<file path="config.mk">
export PLATFORM = sky130hd
export DESIGN_NAME = usb_midi_endpoint_descriptor_scan
export DESIGN_NICKNAME = d
export VERILOG_FILES = /design/src/rtl/umds_pkg.sv /design/src/rtl/umds_csr.sv /design/src/rtl/umds_walk.sv /design/src/rtl/umds_obuf.sv /design/src/rtl/usb_midi_endpoint_descriptor_scan.sv
export SDC_FILE = /design/constraint.sdc
export NUM_CORES = 1
export LEC_CHECK = 0
export BUFFER_PORTS_ARGS = -buffer_cell sky130_fd_sc_hd__buf_2
export CORE_MARGIN = 5
export CORE_UTILIZATION = 23
export CTS_CLUSTER_DIAMETER = 30
export DETAILED_ROUTE_END_ITERATION = 6
export PLACE_DENSITY = 0.4
export SYNTH_ARGS = -nofsm -noshare
export SYNTH_HDL_FRONTEND = slang
export SYNTH_HIERARCHICAL = 1
export SYNTH_SLANG_ARGS = --single-unit
export TNS_END_PERCENT = 10
</file>
<file path="constraint.sdc">
create_clock -name clock -period 10.5 [get_ports clock]
set_input_delay 1.05 -clock clock [delete_from_list [all_inputs] [get_ports clock]]
set_output_delay 1.05 -clock clock [all_outputs]
set_load 0.1 [all_outputs]
</file>
<file path="src/rtl/umds_pkg.sv">
// Shared types and constants for the USB MIDI endpoint descriptor scan.
package umds_pkg;

   localparam logic [7:0] KIND_INTERFACE = 8'h04;
   localparam logic [7:0] KIND_ENDPOINT  = 8'h05;
   localparam logic [7:0] EP_DIR_IN      = 8'h80;
   localparam logic [7:0] ATTR_BULK      = 8'h02;

   localparam logic [7:0] MATCH_CLASS_RESET    = 8'h01;
   localparam logic [7:0] MATCH_SUBCLASS_RESET = 8'h03;

   localparam logic [15:0] POS_MAX = 16'hFFFF;

   // Configuration register indexes
   localparam logic CSR_MATCH_CLASS    = 1'b0;
   localparam logic CSR_MATCH_SUBCLASS = 1'b1;

   typedef struct packed {
      logic [7:0] data_byte;
      logic       last_byte;
   } req_type;

   typedef struct packed {
      logic       midi_found;
      logic [7:0] in_endpoint;
      logic [7:0] out_endpoint;
      logic [7:0] interface_number;
      logic       format_error;
   } rsp_type;

   typedef struct packed {
      logic [7:0] match_class;
      logic [7:0] match_subclass;
   } cfg_type;

endpackage

</file>
<file path="src/rtl/umds_csr.sv">
// Configuration registers: interface class and subclass to match.
module umds_csr (
   input  logic              clock,
   input  logic              reset,
   input  logic              csr_we,
   input  logic              csr_index,
   input  logic [7:0]        csr_wdata,
   output umds_pkg::cfg_type cfg
);
   import umds_pkg::*;

   cfg_type cfg_ff;

   always_ff @(posedge clock) begin
      if (reset) begin
         cfg_ff.match_class    <= MATCH_CLASS_RESET;
         cfg_ff.match_subclass <= MATCH_SUBCLASS_RESET;
      end else if (csr_we) begin
         unique case (csr_index)
            CSR_MATCH_CLASS:    cfg_ff.match_class    <= csr_wdata;
            CSR_MATCH_SUBCLASS: cfg_ff.match_subclass <= csr_wdata;
         endcase
      end
   end

   assign cfg = cfg_ff;

endmodule

</file>
<file path="src/rtl/umds_walk.sv">
// Descriptor walker: per-byte state update and result capture values.
module umds_walk (
   input  logic              clock,
   input  logic              reset,
   input  logic              step,
   input  umds_pkg::req_type item,
   input  umds_pkg::cfg_type cfg,
   output umds_pkg::rsp_type result
);
   import umds_pkg::*;

   logic [15:0] pos_ff, pos_in;
   logic [15:0] total_ff, total_in;
   logic [7:0]  off_ff, off_in;
   logic [7:0]  len_ff, len_in;
   logic [7:0]  kind_ff, kind_in;
   logic        iface_seen_ff, iface_seen_in;
   logic [7:0]  iface_class_ff, iface_class_in;
   logic [7:0]  iface_sub_ff, iface_sub_in;
   logic [7:0]  iface_num_ff, iface_num_in;
   logic [7:0]  ep_addr_ff, ep_addr_in;
   logic        found_ff, found_in;
   logic [7:0]  in_ep_ff, in_ep_in;
   logic [7:0]  out_ep_ff, out_ep_in;
   logic [7:0]  iface_res_ff, iface_res_in;
   logic        error_ff, error_in;

   logic [7:0] b;
   logic       qualifies;
   logic       walk;
   logic       halt;

   always_comb begin
      b = item.data_byte;
      total_in       = total_ff;
      off_in         = off_ff;
      len_in         = len_ff;
      kind_in        = kind_ff;
      iface_seen_in  = iface_seen_ff;
      iface_class_in = iface_class_ff;
      iface_sub_in   = iface_sub_ff;
      iface_num_in   = iface_num_ff;
      ep_addr_in     = ep_addr_ff;
      found_in       = found_ff;
      in_ep_in       = in_ep_ff;
      out_ep_in      = out_ep_ff;
      iface_res_in   = iface_res_ff;
      error_in       = error_ff;
      halt           = 1'b0;

      if (pos_ff == 16'd2) begin
         total_in = {total_ff[15:8], b};
      end else if (pos_ff == 16'd3) begin
         total_in = {b, total_ff[7:0]};
      end

      qualifies = iface_seen_ff && (iface_class_ff == cfg.match_class) &&
                  (iface_sub_ff == cfg.match_subclass);
      walk = !error_ff && ((pos_ff < 16'd4) || (pos_ff < total_in));

      if (walk) begin
         if (off_ff == 8'd0) begin
            if (b == 8'd0) begin
               error_in = 1'b1;
               halt     = 1'b1;
            end else begin
               len_in  = b;
               kind_in = 8'd0;
            end
         end else if (off_ff == 8'd1) begin
            kind_in = b;
            if (b == KIND_INTERFACE) begin
               iface_seen_in  = 1'b1;
               iface_class_in = 8'd0;
               iface_sub_in   = 8'd0;
               iface_num_in   = 8'd0;
            end
         end else if (kind_ff == KIND_INTERFACE) begin
            if (off_ff == 8'd2) begin
               iface_num_in = b;
            end else if (off_ff == 8'd5) begin
               iface_class_in = b;
            end else if (off_ff == 8'd6) begin
               iface_sub_in = b;
            end
         end else if (kind_ff == KIND_ENDPOINT) begin
            if (off_ff == 8'd2) begin
               ep_addr_in = b;
               if (qualifies && ((b & EP_DIR_IN) != 8'd0)) begin
                  in_ep_in     = b;
                  found_in     = 1'b1;
                  iface_res_in = iface_num_ff;
               end
            end else if (off_ff == 8'd3) begin
               if (qualifies && ((ep_addr_ff & EP_DIR_IN) == 8'd0) && (b == ATTR_BULK)) begin
                  out_ep_in = ep_addr_ff;
               end
            end
         end

         // offset wraps against the length as it stands after this byte
         if (!halt) begin
            if (({1'b0, off_ff} + 9'd1) >= {1'b0, len_in}) begin
               off_in = 8'd0;
            end else begin
               off_in = off_ff + 8'd1;
            end
         end
      end

      pos_in = (pos_ff == POS_MAX) ? pos_ff : pos_ff + 16'd1;

      result.midi_found       = found_in;
      result.in_endpoint      = in_ep_in;
      result.out_endpoint     = out_ep_in;
      result.interface_number = iface_res_in;
      result.format_error     = error_in;
   end

   always_ff @(posedge clock) begin
      if (reset || (step && item.last_byte)) begin
         pos_ff         <= '0;
         total_ff       <= '0;
         off_ff         <= '0;
         len_ff         <= '0;
         kind_ff        <= '0;
         iface_seen_ff  <= 1'b0;
         iface_class_ff <= '0;
         iface_sub_ff   <= '0;
         iface_num_ff   <= '0;
         ep_addr_ff     <= '0;
         found_ff       <= 1'b0;
         in_ep_ff       <= '0;
         out_ep_ff      <= '0;
         iface_res_ff   <= '0;
         error_ff       <= 1'b0;
      end else if (step) begin
         pos_ff         <= pos_in;
         total_ff       <= total_in;
         off_ff         <= off_in;
         len_ff         <= len_in;
         kind_ff        <= kind_in;
         iface_seen_ff  <= iface_seen_in;
         iface_class_ff <= iface_class_in;
         iface_sub_ff   <= iface_sub_in;
         iface_num_ff   <= iface_num_in;
         ep_addr_ff     <= ep_addr_in;
         found_ff       <= found_in;
         in_ep_ff       <= in_ep_in;
         out_ep_ff      <= out_ep_in;
         iface_res_ff   <= iface_res_in;
         error_ff       <= error_in;
      end
   end

   a_last_clears: assert property (@(posedge clock) disable iff (reset)
      step && item.last_byte |=> pos_ff == 16'd0 && !error_ff && !found_ff)
      else $error("state not cleared after last item");

   a_error_sticky: assert property (@(posedge clock) disable iff (reset)
      error_ff && !(step && item.last_byte) |=> error_ff)
      else $error("format error dropped mid-set");

   a_found_has_ep: assert property (@(posedge clock) disable iff (reset)
      found_ff |-> in_ep_ff[7] && iface_seen_ff)
      else $error("found flag without IN endpoint");

endmodule

</file>
<file path="src/rtl/umds_obuf.sv">
// Two-entry result buffer: output register plus skid entry.
module umds_obuf (
   input  logic              clock,
   input  logic              reset,
   input  logic              push,
   input  umds_pkg::rsp_type push_data,
   output logic              space,
   output logic              rsp_valid,
   input  logic              rsp_ready,
   output umds_pkg::rsp_type rsp_data
);
   import umds_pkg::*;

   logic    main_valid_ff;
   logic    skid_valid_ff;
   rsp_type main_ff;
   rsp_type skid_ff;
   logic    pop;

   assign pop = main_valid_ff && rsp_ready;

   always_ff @(posedge clock) begin
      if (reset) begin
         main_valid_ff <= 1'b0;
         skid_valid_ff <= 1'b0;
      end else if (pop) begin
         if (skid_valid_ff) begin
            skid_valid_ff <= 1'b0;
         end else begin
            main_valid_ff <= push;
         end
      end else if (push) begin
         if (main_valid_ff) begin
            skid_valid_ff <= 1'b1;
         end else begin
            main_valid_ff <= 1'b1;
         end
      end
   end

   always_ff @(posedge clock) begin
      if (pop) begin
         main_ff <= skid_valid_ff ? skid_ff : push_data;
      end else if (push) begin
         if (main_valid_ff) begin
            skid_ff <= push_data;
         end else begin
            main_ff <= push_data;
         end
      end
   end

   assign space     = !skid_valid_ff;
   assign rsp_valid = main_valid_ff;
   assign rsp_data  = main_ff;

   a_skid_needs_main: assert property (@(posedge clock) disable iff (reset)
      skid_valid_ff |-> main_valid_ff)
      else $error("skid entry held without output entry");

   a_no_push_full: assert property (@(posedge clock) disable iff (reset)
      push |-> !skid_valid_ff)
      else $error("item pushed into full result buffer");

   a_push_lands: assert property (@(posedge clock) disable iff (reset)
      push && !main_valid_ff |=> main_valid_ff)
      else $error("pushed item lost");

endmodule

</file>
<file path="src/rtl/usb_midi_endpoint_descriptor_scan.sv">
// Top level of the USB MIDI endpoint descriptor scan.
//
//   channel   dir   handshake              payload
//   req       in    req_valid/req_ready    req_data  (data_byte, last_byte)
//   rsp       out   rsp_valid/rsp_ready    rsp_data  (found, endpoints, iface, error)
//   csr       in    csr_we                 csr_index, csr_wdata
//
// One byte per cycle sustained, but for the stall below: a byte is held in the input register,
// then updates the walker state; a last byte puts its result into the result buffer
// as it leaves the input register. A two-entry result buffer keeps bytes
// flowing while a result waits; input stalls only when a last byte waits in the
// input register while both entries are full.
// Synchronous reset clears the valid flags and walker state and restores match class 1, subclass 3.
module usb_midi_endpoint_descriptor_scan (
   input  logic              clock,
   input  logic              reset,
   input  logic              req_valid,
   output logic              req_ready,
   input  umds_pkg::req_type req_data,
   output logic              rsp_valid,
   input  logic              rsp_ready,
   output umds_pkg::rsp_type rsp_data,
   input  logic              csr_we,
   input  logic              csr_index,
   input  logic [7:0]        csr_wdata
);
   import umds_pkg::*;

   logic    in_valid_ff;
   req_type in_ff;
   logic    advance;
   logic    space;
   cfg_type cfg;
   rsp_type result;

   // a last byte may only move on when the result buffer has room
   assign advance   = in_valid_ff && (!in_ff.last_byte || space);
   assign req_ready = !in_valid_ff || advance;

   always_ff @(posedge clock) begin
      if (reset) begin
         in_valid_ff <= 1'b0;
      end else if (req_ready) begin
         in_valid_ff <= req_valid;
      end
   end

   always_ff @(posedge clock) begin
      if (req_ready && req_valid) begin
         in_ff <= req_data;
      end
   end

   umds_csr u_csr (
      .clock     (clock),
      .reset     (reset),
      .csr_we    (csr_we),
      .csr_index (csr_index),
      .csr_wdata (csr_wdata),
      .cfg       (cfg)
   );

   umds_walk u_walk (
      .clock  (clock),
      .reset  (reset),
      .step   (advance),
      .item   (in_ff),
      .cfg    (cfg),
      .result (result)
   );

   umds_obuf u_obuf (
      .clock     (clock),
      .reset     (reset),
      .push      (advance && in_ff.last_byte),
      .push_data (result),
      .space     (space),
      .rsp_valid (rsp_valid),
      .rsp_ready (rsp_ready),
      .rsp_data  (rsp_data)
   );

endmodule

</file>
==> flow_summary.yaml, run 1 <==
worst_hold_path:
  holdCritStartpoint: "u_walk/out_ep_ff[7]$_SDFFE_PP0P_"
  hold_class: "flip-flop to flip-flop"
clock_network:
  cts.sinks: 195
  postCtsHoldBufs: 0
  cts_buffers: 17
  clk_latency_ns: 0.43
  clock_path_buffers: 2
  cts-htree-levels: 4
  post_cts_buffers: 0
  cts-root-buf: "clkbuf_16"
  cts_tree: "done"
  cts.repair.resized: 0
  clk_pin_slew_ns: 0.08
critical_path:
  crit_buf_inv: 0
  max_stage_delay_ns: 0.86
  crit_type: "flip-flop to flip-flop"
  startpoint: "u_walk/pos_ff[7]$_SDFFE_PP0P_"
  crit_slowest_cell: "a211oi_1"
  worst_setup_path_start_kind: "flip-flop"
  cp_max_fo: 9
  crit_chain: "nor4_1 > and4_1 > nand2_1 > mux2i_1 > ha_1 > a21oi_1 > a31oi_1 > a2111oi_1 > nand4_4 > a211oi_1 > nand3_1 > o32ai_1"
  worstPathRequired_ns: 10.83
  crit_path_end_kind: "flip-flop"
  critical_path.top_delay_family: "compound AO/OA/AOI/OAI gates"
  rr_startpoint: "u_walk/pos_ff[7]$_SDFFE_PP0P_"
  cp.arrival_ns: 5.69
sta:
  fin_ws_ns: 5.138
  min_period_ns: 5.362
  finalSetupViolCount: 0
  setup_tns_ns: 0
  rsz0062_at_grt: "no"
  maxSlewHeadroom_pct: 27.63
  fin_crit_sh_pct: 51.06
  clock.fmax_mhz: 186.5
  tightest_slew_ns: 1.086
  drv_slew: 0
  final_hold_viol_count: 0
  finClkSkew_ns: 0.01001
finish:
  finalNonFillerCells: 1413
  final_common_cell: "dfxtp_1"
  antenna_cells: 0
  synthToLayoutAreaGrowth_pct: 13.12
  fin_nets: 927
  post-route-cell-area_mm2: 0.01053
  drive_gt1_share_pct: 19.59
  final_cell_mix: "134 x dfxtp_1, 97 x nor2_1, 77 x mux2i_1"
die:
  fp-row-count: 73
  start_util_pct: 23.32
  dieArea_mm2: 0.04459
  design.core.area_mm2: 0.03991
  io_pins: 51
  die_x_um: 211.2
  die_h_um: 211.2
placement:
  dp_hpwl_um: 15120
  dp.cells: 1381
  place.gp.congestion: 0.7498
  placed_area_mm2: 0.009975
  post-place-ws_ns: 5.138
  port_buffers: 50
global_routing:
  grt_pass1_wl_um: 35210
  grt_start_max_net_pins: 50
  first_global_vias: 6009
  antenna_found_initial: 0
  grt_usage_pct: 10.02
  gr-total-overflow: 0
flow_run:
  maxCapViolations: 0
drt:
  post_drt_wl_per_cell_um: 15.61
  vias: 6102
  viasPerCell: 4.318
  dr.pass1.iters: 5
  drtIter0Drc: 408
  drc: 0
  antenna_left: 0
  drt-total-wl_um: 22050
synthesis:
  synth-seq-cells: 195
  yosysSeqAreaShare_pct: 48.50
  syn-cell-area_mm2: 0.009308
  synthArstFlopShare_pct: 0
  yosys_warnings: 6
  synthesis.nets: 892
  postSynthAreaPerCell_um2: 11.08
  synthDistinctLibCells: 79
  synth_edf_count: 61
  ys.flop_type: "dfxtp_1"
  synthCells: 840
power_and_ir_drop:
  vdd.ir_drop.worst_mv: 0.08676
  power.leakage_nw: 3.905
  power_density_mw_per_mm2: 154.7
run_status:
  outcome: "complete, no violations"
-- synthesized netlist by cell type (4+ instances only) --
cell      count  share of area [%]
nand2b_1     22                1.5
dfxtp_1     134                 29
xor2_1       15                1.4
nor3b_1       8               0.65
nand2_1      54                2.2
nand4_1      17                1.1
xnor2_1      17                1.6
or3_1         5               0.34
nand3_1      22                1.2
a22oi_1       4               0.32
and2_2        7               0.56
nor4_1        6               0.40
o21ai_0      20                1.1
a211oi_1     25                2.0
and2_1        4               0.27
nor2_1       98                4.0
ha_1         29                3.9
buf_6         6               0.73
o21a_1        4               0.32
a31oi_1       4               0.27
mux2i_1      77                8.3
and3_1        6               0.40
nor3_1        6               0.32
mux2_4       20                3.2
mux2_2       26                3.1
buf_2         5               0.27
clkbuf_1     20               0.81
a21oi_1      19                1.0
inv_1        16               0.65
edfxtp_1     61                 20
a22o_1        8               0.75
-- worst paths after layout --
| path | cells past startpoint | slack, ns | to |
|---|---|---|---|
| worst min register to register | 2 | 0.43 | u_walk/out_ep_ff[7]$_SDFFE_PP0P_ |
| worst max-delay path | 12 | 5.14 | u_walk/off_ff[2]$_SDFFE_PP0P_ |
| worst max register to register | 12 | 5.14 | u_walk/off_ff[2]$_SDFFE_PP0P_ |
| worst min-delay path | 2 | 0.43 | u_walk/out_ep_ff[7]$_SDFFE_PP0P_ |
-- tightest hold or removal path, cell delays in order (launching register included) --
cell and delay (ns):
dfxtp_1 0.31, nand2_1 0.05, nor2_1 0.03
-- flip-flops by register name, summed over array words and instances, names as in the netlist, 9 cells and up --
register	count
u_csr/cfg	16
u_obuf/rsp_data	26
in_ff	9
u_obuf/skid_ff	26
u_walk/pos_ff	16
u_walk/total_ff	16
-- layer usage --
| layer | global-route usage, % | share of wire, % |
|---|---|---|
| met1 | 14.50 | 52 |
| met2 | 15.17 | 43 |
| met3 | 1.946 | 3.1 |
| met4 | 2.929 | 1.5 |
| met5 | 0 | 0 |
-- area by class of cell --
cell class / count / area, um^2
fillers: 4156 / 29390
flip-flops and latches: 195 / 4514
multi-input cells: 586 / 4425
well taps: 525 / 656.9
clock buffers: 18 / 429.2
repair buffers: 59 / 317.8
clock inverters: 14 / 125.1
inverters: 16 / 60.06
-- stage by stage --
step	power [mW]	hold WS (ns)	util, %
after floorplan	0.9779	0.4105	-
after global placement	1.025	0.4172	24.99
after detailed placement	1.025	0.4198	24.99
after CTS	1.658	0.4309	26.38
after global routing	1.708	0.4650	26.38
final	1.628	0.4291	26.38
-- logic make-up after synthesis --
family          Yosys count  synth area share [%]
compound gates          116                 9.464
fa+ha+maj                29                 3.898
simple gates            283                 15.84
mux                     126                 15.02
xor+xnor                 32                 3.011
flops                   195                 48.50
buf+inv                  59                 4.275
-- power breakdown --
group	switching [mW]	internal (mW)	total, mW
sequential	0.0192	0.794	0.813
clock	0.311	0.312	0.622
combinational	0.130	0.0622	0.192
No activity file was read; power rests on OpenSTA's default activity.
==> run 2: changes to the inputs <==
Clock period 10.5 ns to 5 ns, I/O delays scaled along.
==> flow_summary.yaml, run 2 (synthesis results as in run 1) <==
run_status:
  outcome: "complete, no violations"
critical_path:
  crit_path_end_kind: "flip-flop"
  worstPathRequired_ns: 5.20
  rrSetupSlack_ns: 0.37
  cp_max_fo: 8
  cp.arrival_ns: 4.83
  crit_type: "flip-flop to flip-flop"
  worst_setup_path_start_kind: "flip-flop"
clock_network:
  post_cts_buffers: 0
  cts.sinks: 195
  clk_pin_slew_ns: 0.08
  cts-root-buf: "clkbuf_16"
  cts_buffers: 17
  cts-htree-levels: 4
  clock_path_buffers: 2
  cts_tree: "done"
  clk_latency_ns: 0.45
placement:
  place.gp.congestion: 0.7168
  port_buffers: 50
  dp_hpwl_um: 15610
flow_run:
  maxCapViolations: 0
drt:
  antenna_left: 0
  drt-total-wl_um: 22520
  post_drt_wl_per_cell_um: 15.71
  dr.pass1.iters: 5
  drc: 0
  vias: 6244
  viasPerCell: 4.357
  met3_wirelength_um: 579
  wl_met1_um: 11450
  dr_wl_met2_um: 10180
  drtIter0Drc: 329
  dr.max_layer_used: "met4"
worst_hold_path:
  hold_class: "primary input to flip-flop"
die:
  start_util_pct: 23.32
  fp-row-count: 73
  design.core.area_mm2: 0.03991
  die_x_um: 211.2
  die_h_um: 211.2
  io_pins: 51
  dieArea_mm2: 0.04459
finish:
  final_cell_mix: "134 x dfxtp_1, 97 x nor2_1, 77 x mux2i_1"
  drive_gt1_share_pct: 21.92
  fillers: 4175
  antenna_cells: 0
  fin_nets: 947
  final_common_cell: "dfxtp_1"
  fin_util_pct: 26.86
  synthToLayoutAreaGrowth_pct: 15.20
sta:
  drv_slew: 0
  final_hold_viol_count: 0
  finalSetupViolCount: 0
  min_period_ns: 4.629
  tightest_slew_ns: 0.7563
  maxSlewHeadroom_pct: 49.58
  clock.fmax_mhz: 216.0
  finClkSkew_ns: 0.01631
  fin_crit_sh_pct: 92.59
global_routing:
  grt_start_max_net_pins: 40
  gr-total-overflow: 0
  grt_pass1_wl_um: 35920
  first_global_vias: 6138
  antenna_found_initial: 0
  grt_usage_pct: 10.20
power_and_ir_drop:
  netSwitchingFraction_pct: 28.96
  vdd.ir_drop.worst_mv: 0.1953
  intPower_mw: 2.471
  seqPwrFrac_pct: 49.0
  power_density_mw_per_mm2: 324.5
  totalPowerFinal_mw: 3.479
  power_switching_mw: 1.008
  combinationalPowerShare_pct: 12.2
  clockPowerShare_pct: 38.8
  power.leakage_nw: 4.011
## run 2: per-stage QoR
step	setup WS (ns)	area [um^2]	hold slack, ns	setup TNS [ns]	std cells
floorplan	0.2590	9308	0.4105	0	840
global placement	0.1195	10130	0.4184	0	1401
detailed placement	0.1467	10130	0.4209	0	1401
CTS	0.1289	10710	0.2219	0	1433
global route	-0.02657	10720	0.2249	-0.07210	1433
finish	0.3707	10720	0.2406	0	1433
## run 2: path summary, 6_finish.rpt
check,startpoint,to,cells after the start
worst max register to register,u_walk/pos_ff[2]$_SDFFE_PP0P_,u_obuf/rsp_data[14]$_DFFE_PP_,15
worst min register to register,u_walk/out_ep_ff[7]$_SDFFE_PP0P_,u_walk/out_ep_ff[7]$_SDFFE_PP0P_,2
worst max-delay path,u_walk/pos_ff[2]$_SDFFE_PP0P_,u_obuf/rsp_data[14]$_DFFE_PP_,15
worst min-delay path,req_data[0],in_ff[0]$_DFFE_PP_,1
## run 2: cell type report
cell class / instances / area, um^2 / share of cell area [%]
Tap cell: 525 / 656.9 / 6.126
Sequential cell: 195 / 4514 / 42.10
Multi-Input combinational cell: 586 / 4438 / 41.39
Inverter: 16 / 60.06 / 0.5601
Clock buffer: 17 / 425.4 / 3.967
Clock inverter: 15 / 147.6 / 1.377
Timing Repair Buffer: 79 / 480.5 / 4.481
## run 2: power groups by stage
stage	Combinational [mW]	Clock (mW)	Sequential, mW
2_1_floorplan	0.270	0	1.78
3_3_place_gp	0.426	0	1.74
3_5_place_dp	0.428	0	1.74
4_1_cts	0.430	1.40	1.71
5_1_grt	0.465	1.47	1.71
6_report	0.424	1.35	1.70
## run 2: timing repair
item	4_1_cts	5_1_grt
setup endpoints to repair	0	38
hold buffers	0	0
gates resized for setup	0	3
## run 2: layer usage
layer	GRT usage, %	up-vias
met2	15.84	70
met5	0	-
met4	3.040	0
met1	14.45	3006
li1	-	3153
met3	1.871	15
## run 2: critical path, stage by stage (launching register included)
cell      delay (ns)
dfxtp_1         0.37
nor4_1          0.30
buf_4           0.17
nand4_1         0.13
nor3b_1         0.26
buf_4           0.25
mux2i_1         0.28
ha_1            0.29
a21oi_1         0.15
o21ai_0         0.13
a221oi_1        0.39
nor2_1          0.07
a311o_1         0.35
or3_1           0.58
mux2_1          0.41
mux2_4          0.26
==> run 3: changes to the inputs <==
Settings changed: PLACE_DENSITY 0.4 to 0.36.
==> flow_summary.yaml, run 3 (synthesis results as in run 1) <==
run_status:
  outcome: "complete, no violations"
global_routing:
  first_global_vias: 6024
  gr-total-overflow: 0
  grt_usage_pct: 10.67
  antenna_found_initial: 0
  grt_pass1_wl_um: 36780
  grt_start_max_net_pins: 45
finish:
  final_common_cell: "dfxtp_1"
  finalNonFillerCells: 1439
  drive_gt1_share_pct: 22.21
  final_cell_mix: "134 x dfxtp_1, 97 x nor2_1, 77 x mux2i_1"
  synthToLayoutAreaGrowth_pct: 15.67
  fin_nets: 953
  antenna_cells: 0
power_and_ir_drop:
  power_density_mw_per_mm2: 325.6
  power.leakage_nw: 4.056
  vdd.ir_drop.worst_mv: 0.1399
sta:
  clock.fmax_mhz: 213.5
  tightest_slew_ns: 0.8185
  min_period_ns: 4.685
  final_hold_viol_count: 0
  rsz0062_at_grt: "no"
  drv_slew: 0
  finalSetupViolCount: 0
  fin_crit_sh_pct: 93.69
  maxSlewHeadroom_pct: 45.30
  setup_tns_ns: 0
  finClkSkew_ns: 0.01206
critical_path:
  crit_slowest_cell: "or3_1"
  worst_setup_path_start_kind: "flip-flop"
  crit_type: "flip-flop to flip-flop"
  max_stage_delay_ns: 0.60
  cp_max_fo: 8
  worstPathRequired_ns: 5.20
  crit_chain: "nor4_1 > buf_4 > and4_1 > nand2_1 > mux2i_1 > ha_1 > a21oi_1 > a31oi_1 > a2111oi_2 > nand2_1 > a311o_1 > or3_1 > mux2_1 > mux2_4"
  cp.arrival_ns: 4.88
  crit_path_end_kind: "flip-flop"
  crit_path_frequent_cell: "nand2_1"
drt:
  dr.pass1.iters: 4
  viasPerCell: 4.301
  drt-total-wl_um: 23410
  antenna_left: 0
  vias: 6189
  post_drt_wl_per_cell_um: 16.27
  drc: 0
  drtIter0Drc: 227
clock_network:
  clk_latency_ns: 0.45
  post_cts_buffers: 0
  clk_pin_slew_ns: 0.07
  clock_path_buffers: 2
  cts-htree-levels: 4
  cts_tree: "done"
  cts.sinks: 195
  cts-root-buf: "clkbuf_16"
  cts_buffers: 17
flow_run:
  maxCapViolations: 0
placement:
  port_buffers: 50
  place.gp.congestion: 0.7110
  dp_hpwl_um: 16370
  dp.cells: 1407
die:
  io_pins: 51
  die_h_um: 211.2
  fp-row-count: 73
  dieArea_mm2: 0.04459
  die_x_um: 211.2
  start_util_pct: 23.32
  design.core.area_mm2: 0.03991
worst_hold_path:
  hold_class: "primary input to flip-flop"
## run 3: power breakdown
group	switching, mW	internal (mW)	total, mW	leakage (nW)
registers	0.0341	1.67	1.70	1.66
logic	0.288	0.146	0.434	2.11
clock network	0.645	0.724	1.37	0.286
total	0.967	2.54	3.51	4.06
## run 3: path summary, 6_finish.rpt
check / start / endpoint / slack, ns / cells past startpoint
worst max register to register: u_walk/pos_ff[2]$_SDFFE_PP0P_ / u_obuf/rsp_data[14]$_DFFE_PP_ / 0.32 / 14
worst min register to register: u_walk/out_ep_ff[7]$_SDFFE_PP0P_ / u_walk/out_ep_ff[7]$_SDFFE_PP0P_ / 0.43 / 2
worst min-delay path: req_data[2] / in_ff[2]$_DFFE_PP_ / 0.23 / 1
worst max-delay path: u_walk/pos_ff[2]$_SDFFE_PP0P_ / u_obuf/rsp_data[14]$_DFFE_PP_ / 0.32 / 14
## run 3: critical path, delay by kind of cell, from the launching register on
| family | cells | cell delay [ns] |
|---|---|---|
| buffers and inverters | 1 | 0.18 |
| multiplexers | 3 | 0.97 |
| flip-flops | 1 | 0.38 |
| adder cells (fa/ha/maj) | 1 | 0.31 |
| AND/OR/NAND/NOR | 5 | 1.50 |
| AO/OA/AOI/OAI | 4 | 1.09 |
## run 3: cell type report
cell class	count	area [um^2]
Tap cell	525	656.9
Sequential cell	195	4514
Inverter	16	60.06
Multi-Input combinational cell	586	4437
Fill cell	4214	29150
Timing Repair Buffer	85	525.5
Clock buffer	19	454.2
Clock inverter	13	118.9
## run 3: through the flow
stage / worst slack [ns] / util, % / total power, mW / hold slack, ns / cell area, um^2
after global routing: 0.005933 / 26.97 / 3.684 / 0.2125 / 10770
after CTS: 0.07558 / 26.95 / 3.573 / 0.2058 / 10760
after floorplan: 0.2590 / - / 2.054 / 0.4105 / 9308
after detailed placement: 0.1168 / 25.51 / 2.180 / 0.4216 / 10180
after global placement: 0.1022 / 25.51 / 2.181 / 0.4205 / 10180
final: 0.3154 / 26.97 / 3.505 / 0.2317 / 10770
## run 3: per-layer routing
| layer | share of wire (%) | routed length (um) | vias up | track usage [%] |
|---|---|---|---|---|
| met5 | 0 | 0 | - | 0 |
| li1 | - | - | 3170 | - |
| met4 | 1.7 | 397 | 0 | 3.532 |
| met1 | 52 | 12140 | 2939 | 15.25 |
| met3 | 2.5 | 589 | 19 | 1.871 |
| met2 | 44 | 10280 | 61 | 16.33 |
## run 3: timing repair
action / 4_1_cts / 5_1_grt
setup endpoints to repair: 0 / 19
hold buffers: 0 / 0
gates resized for setup: 0 / 2
